### src/hw/rtl/mbb_pkg.sv
package mbb_pkg;

   localparam int CURSOR_W = 16;
   localparam int DATA_W   = 32;
   localparam int ACT_W    = 3;
   localparam int COUNT_W  = 6;   // bit count 0..32
   localparam int SPAN_W   = 6;   // bit offset plus bit count, 0..39
   localparam int NBYTE_W  = 3;   // byte count 1..4
   localparam int ACC_W    = 40;  // up to five bytes gathered for one read

   // operation codes carried by req_action
   localparam logic [ACT_W-1:0] ACT_INIT        = 3'd0;
   localparam logic [ACT_W-1:0] ACT_SKIP        = 3'd1;
   localparam logic [ACT_W-1:0] ACT_READ_BITS   = 3'd2;
   localparam logic [ACT_W-1:0] ACT_READ_BYTES  = 3'd3;
   localparam logic [ACT_W-1:0] ACT_WRITE_BYTES = 3'd4;

   typedef enum logic [2:0] {
      ST_CLEAR,
      ST_IDLE,
      ST_ALIGN,
      ST_MOD,
      ST_FETCH,
      ST_WRITE,
      ST_DONE
   } mbb_state_type;

   // byte count limited to 1..4
   function automatic logic [NBYTE_W-1:0] clamp_bytes(input logic [CURSOR_W-1:0] n);
      logic [NBYTE_W-1:0] r;
      if (n == '0) begin
         r = 3'd1;
      end else if (n > 16'd4) begin
         r = 3'd4;
      end else begin
         r = n[NBYTE_W-1:0];
      end
      return r;
   endfunction

endpackage

### src/hw/rtl/mbb_mod.sv
module mbb_mod import mbb_pkg::*; #(
   parameter int MODULUS = 4096
) (
   input  logic                       clock,
   input  logic                       reset,
   input  logic                       start,
   input  logic [CURSOR_W-1:0]        value,
   output logic                       done,
   output logic [$clog2(MODULUS)-1:0] result
);

   localparam int RW = $clog2(MODULUS);
   localparam int PW = 2 * CURSOR_W + 1;
   // reciprocal scaled by 2^16, quotient estimate is at most one low
   localparam logic [CURSOR_W:0] RECIP   = (CURSOR_W+1)'((1 << CURSOR_W) / MODULUS);
   localparam logic [CURSOR_W:0] MOD_EXT = (CURSOR_W+1)'(MODULUS);

   logic [CURSOR_W-1:0] val_ff, val_in;
   logic [CURSOR_W-1:0] quot_ff, quot_in;
   logic [CURSOR_W:0]   diff_ff, diff_in;
   logic [RW-1:0]       rem_ff, rem_in;
   logic [3:0]          stage_ff, stage_in;
   logic [PW-1:0]       prod_q, prod_back;

   // estimate quotient, subtract back, one final correction step
   always_comb begin
      val_in    = start ? value : val_ff;
      prod_q    = PW'(val_ff) * PW'(RECIP);
      quot_in   = prod_q[2*CURSOR_W-1:CURSOR_W];
      prod_back = PW'(quot_ff) * PW'(MOD_EXT);
      diff_in   = {1'b0, val_ff} - prod_back[CURSOR_W:0];
      if (diff_ff >= MOD_EXT) begin
         rem_in = RW'(diff_ff - MOD_EXT);
      end else begin
         rem_in = RW'(diff_ff);
      end
      stage_in  = {stage_ff[2:0], start};
   end

   always_ff @(posedge clock) begin
      if (reset) begin
         stage_ff <= '0;
      end else begin
         stage_ff <= stage_in;
      end
      val_ff  <= val_in;
      quot_ff <= quot_in;
      diff_ff <= diff_in;
      rem_ff  <= rem_in;
   end

   assign done   = stage_ff[3];
   assign result = rem_ff;

endmodule

### config.mk
export PLATFORM = sky130hd
export DESIGN_NAME = mbb_mod
export DESIGN_NICKNAME = d
export VERILOG_FILES = /design/src/hw/rtl/mbb_pkg.sv /design/src/hw/rtl/mbb_mod.sv
export SDC_FILE = /design/constraint.sdc
export NUM_CORES = 1
export LEC_CHECK = 0
export BUFFER_PORTS_ARGS = -buffer_cell sky130_fd_sc_hd__buf_2
export CAP_MARGIN = 20
export CORE_ASPECT_RATIO = 1.5
export CORE_UTILIZATION = 41
export DETAILED_ROUTE_END_ITERATION = 8
export PLACE_DENSITY = 0.7
export SLEW_MARGIN = 20
export SYNTH_ARGS = -nofsm -noshare
export SYNTH_HDL_FRONTEND = slang
export SYNTH_SLANG_ARGS = --single-unit
### constraint.sdc
create_clock -name clock -period 0.8 [get_ports clock]
set_clock_uncertainty 0.05 [all_clocks]
set_input_delay 0.08 -clock clock [delete_from_list [all_inputs] [get_ports clock]]
set_output_delay 0.08 -clock clock [all_outputs]
set_load 0.1 [all_outputs]
==> results.toml, run 1 <==
[outcome]
status = "complete, but fails checks"
violations = "setup timing"

[clock_network]
cts_sinks = 40
cts_buffers = 5
clk_latency_ns = 0.33
cts_tree = "yes"
htree_levels = 2
clk_pin_slew_ns = 0.10
cts_resized = 0
clk_path_buf_depth = 2
cts-root-buf = "clkbuf_4"
cts_setup_buffers = 0

[final_layout]
drive_gt1_share_pct = 50.00
final_nets = 110
final_util_pct = 72.56
fill_cells = 131
final_common_cell = "dfxtp_1"
antenna_cells = 0
syn2layout_area_growth_pct = 61.24
layout_common_cells = "dfxtp_1 (15), buf_2 (14), dlygate4sd3_1 (13), buf_12 (13), dfxtp_2 (13)"

[die]
rows = 20
io_pins = 32
core_um2 = 2102
die_area_um2 = 2507
die_y_um = 60.83
initial_core_util_pct = 45.00
fp.dieW_um = 41.22

[grt]
busiest_layer = "met2"
antenna_found_initial = 0
gr-usage-met2_pct = 27.23
grt_overflow = 0
grt_use_total_pct = 14.70
use_met1_pct = 10.10
grt_max_degree = 14
grt_pass1_vias = 507
grt_pass1_wl_mm = 2.104
met3_usage_pct = 4.762

[detailed_routing]
wl_mm = 1.391
avgRoutedWirePerCell_um = 12.20
drtIter0Drc = 7
viasPerCell = 4.325
vias = 493
firstDrtPassIters = 2
antenna_left = 0
drc = 0

[setup_path]
crit_family = "flip-flops"
worstSetupEndpointType = "output pin"
critPathBufInv = 1
cpPeakStageDelay_ns = 0.35
path_cells = "buf_12"
cp_data_arrival_time_ns = 0.85
worstSetupPathType = "register to output pin"
slowest_stage = "dfxtp_2"
cp.required_ns = 0.67
cp-start-kind = "register"
path_max_fanout = 1

[synthesis]
syn_nets = 63
syn_area_per_cell_um2 = 21.50
synth_warnings = 0
ys_ff_latch = 40
ys_types = 3
synth_area_um2 = 945.9
ys_seq_area_share_pct = 97.35
syn_inst = 44

[sta]
hold_slack_ns = 0.08276
setup_violations = 13
hold_viol = 0
setup_slack_ns = -0.1823
rsz0062_at_grt = "true"
final-max-slew-violation-count = 0
layout_min_cycle_time_ns = 0.9823
worst_slew_pin_slew_ns = 0.2649
max_freq_mhz = 1018
slew_headroom_pct = 82.34
post-route-period-util_pct = 122.8

[job]
drv_cap = 0

[power_and_ir_drop]
ir_drop_mv = 1.666
power.total_uw = 4179
p_per_area_nw_per_um2 = 2740
p_leak_uw = 0.0006328

[placement]
numPortBuffers = 27
gp_congestion = 0.6259

[hold_path]
hold_class = "input pin to register"
==> cells in the mapped netlist <==
cell / n / area (um^2)
dfxtp_1: 28 / 560.5
edfxtp_1: 12 / 360.4
nor2b_1: 4 / 25.02
==> stage by stage <==
step	worst slack, ns	setup TNS [ns]	area [um^2]	cells
5_1_grt	-0.2352	-2.902	1525	114
3_5_place_dp	0.09006	0	1320	93
3_3_place_gp	0.1014	0	1320	93
4_1_cts	-0.1976	-2.514	1525	114
6_report	-0.1823	-2.292	1525	114
2_1_floorplan	0.04422	0	962.2	44
==> cell families (layout without fill, tap and decap cells) <==
group | Yosys count | in the layout | synth area share [%]
buffers and inverters | 0 | 48 | 0
AND/OR/NAND/NOR | 4 | 4 | 2.645
flip-flops | 40 | 40 | 97.36
==> layout make-up <==
type | count | area, um^2 | area share [%]
clock buffers | 5 | 37.54 | 2.461
clock inverters | 3 | 37.54 | 2.461
multi-input cells | 4 | 25.02 | 1.641
flip-flops and latches | 40 | 937.1 | 61.44
well taps | 22 | 27.53 | 1.805
repair buffers | 40 | 460.4 | 30.19
==> power breakdown <==
part           internal, uW  leakage [uW]  switching (uW)
logic                   252      0.000239             411
registers              2250      0.000353            58.7
clock network           638     0.0000403             566
==> per-layer routing <==
layer	vias up	part of all wire [%]
met5	-	0
met1	228	30
met4	0	2.4
met2	21	63
li1	238	-
met3	6	4.5
==> state kept, by name (all words and copies together), names as in the netlist <==
register and count:
result 12, val_ff 12, stage_ff 4, diff_ff 12
==> final timing paths <==
path | slack, ns | startpoint | depth (start not counted) | end
worst max-delay path | -0.18 | stage_ff[3] | 1 | done
worst min-delay path | 0.08 | start | 1 | val_ff[11]
worst min register to register | 0.28 | diff_ff[7] | 0 | result[7]
worst max register to register | 0.19 | stage_ff[2] | 1 | stage_ff[3]
==> what timing repair did <==
action	4_1_cts	5_1_grt
hold buffers	13	0
endpoints found under the setup margin	13	13
endpoints found under the hold margin	16	0
No activity file was read; power rests on OpenSTA's default activity.
==> inputs of run 2 (changes only) <==
--- a/config.mk
+++ b/config.mk
@@ -7,7 +7,6 @@
 export LEC_CHECK = 0
 export BUFFER_PORTS_ARGS = -buffer_cell sky130_fd_sc_hd__buf_2
 export CAP_MARGIN = 20
-export CORE_ASPECT_RATIO = 1.5
 export CORE_UTILIZATION = 41
 export DETAILED_ROUTE_END_ITERATION = 8
 export PLACE_DENSITY = 0.7
==> results.toml, run 2 (synthesis results as in run 1) <==
[setup_path]
critPathBufInv = 1
cp-start-kind = "register"
worstSetupEndpointType = "output pin"
cp.required_ns = 0.67
r2r-start = "stage_ff[2]"
reg2reg_to = "stage_ff[3]"
slowest_stage = "dfxtp_2"
worstSetupPathType = "register to output pin"
path_cells = "buf_12"
crit_family = "flip-flops"
cp_data_arrival_time_ns = 0.87
ff2ff_path_depth = 1
r2r_slack_ns = 0.22
cpPeakStageDelay_ns = 0.36
path_max_fanout = 1

[detailed_routing]
firstDrtPassIters = 2
wl_mm = 1.352
wl_met1_um = 493
avgRoutedWirePerCell_um = 11.27
viasPerCell = 4.017
drc = 0
vias = 482
wl_met2_um = 734
drtIter0Drc = 3
antenna_left = 0
routed.top_layer = "met4"
wl_met3_um = 81

[sta]
max_freq_mhz = 1001
layout_min_cycle_time_ns = 0.9988
rsz0062_at_grt = "true"
slew_headroom_pct = 81.35
hold_viol = 0
hold_slack_ns = 0.07953
setup_slack_ns = -0.1988
post-route-period-util_pct = 124.9
final-max-slew-violation-count = 0
worst_slew_pin_slew_ns = 0.2798
tns_ns = -2.422
setup_violations = 13

[final_layout]
final_nets = 110
fill_cells = 149
final_util_pct = 69.39
antenna_cells = 0
drive_gt1_share_pct = 51.09
final_common_cell = "dfxtp_1"
layout.cells.non_filler = 120
layout_common_cells = "dfxtp_1 (15), buf_2 (14), dlygate4sd3_1 (13), buf_12 (13), dfxtp_2 (13)"
syn2layout_area_growth_pct = 60.71

[grt]
grt_pass1_wl_mm = 2.083
antenna_found_initial = 0
grt_pass1_vias = 464
grt_use_total_pct = 13.30
grt_max_degree = 14
grt_overflow = 0

[clock_network]
cts_sinks = 40
cts_tree = "yes"
cts-root-buf = "clkbuf_4"
cts_resized = 0
clk_path_buf_depth = 2
cts_setup_buffers = 0
cts_buffers = 5
clk_latency_ns = 0.33
clk_pin_slew_ns = 0.11
htree_levels = 2

[placement]
dp_cells = 99
numPortBuffers = 27
gp_congestion = 0.5690

[die]
die_y_um = 50.03
io_pins = 32
core_um2 = 2191
fp.dieW_um = 50.03
die_area_um2 = 2503
rows = 17
initial_core_util_pct = 43.18

[power_and_ir_drop]
p_per_area_nw_per_um2 = 2627
clockPowerShare_pct = 25.5
ir_drop_mv = 1.745
switching_share_pct = 26.49
p_sw_uw = 1058
power.total_uw = 3994
p_seq_share_pct = 58.0
p_leak_uw = 0.0006241
power.share.combinational_pct = 16.5
internal_power_uw = 2936

[hold_path]
hold_path.startpoint = "start"
hold_class = "input pin to register"
min_to = "val_ff[8]"
holdPathStages = 1

[outcome]
status = "complete, but fails checks"
violations = "setup timing"

[job]
drv_cap = 0
[run 2: per-stage QoR]
step / cell area, um^2 / setup slack [ns]
after floorplan: 962.2 / 0.04422
after global placement: 1328 / 0.08506
after detailed placement: 1328 / 0.05932
after CTS: 1520 / -0.2251
after global routing: 1520 / -0.2443
final: 1520 / -0.1988
[run 2: timing repair]
action | CTS | global route
hold endpoints to repair | 16 | 0
hold buffers | 13 | 0
endpoints found under the setup margin | 13 | 13
[run 2: per-layer routing]
layer  vias to the layer above  GRT usage (%)
met5                         -              0
met4                         0          14.29
met2                        21          21.78
met1                       219          11.16
met3                         4          5.864
li1                        238              -
[run 2: how the worst max path moves through the flow]
stage / from / slack (ns) / to / depth (start not counted)
floorplan: stage_ff[3] / 0.04 / done / 0
global placement: start / 0.09 / val_ff[10] / 1
detailed placement: start / 0.06 / val_ff[10] / 1
CTS: result[3] / -0.23 / result[3] / 1
global route: result[3] / -0.24 / result[3] / 1
finish: result[3] / -0.20 / result[3] / 1
[run 2: layout make-up]
class | count | area [um^2] | share of cell area [%]
flip-flops and latches | 40 | 937.1 | 61.65
repair buffers | 40 | 460.4 | 30.29
clock buffers | 7 | 55.05 | 3.621
well taps | 28 | 35.03 | 2.305
multi-input cells | 4 | 25.02 | 1.646
clock inverters | 1 | 7.507 | 0.4938
[run 2: power by group through the flow]
stage | sequential (uW) | combinational [uW] | clock (uW)
global placement | 2350 | 607 | 0
floorplan | 2690 | 4.61 | 0
global route | 2330 | 673 | 1130
detailed placement | 2370 | 614 | 0
CTS | 2320 | 662 | 1050
finish | 2310 | 659 | 1020
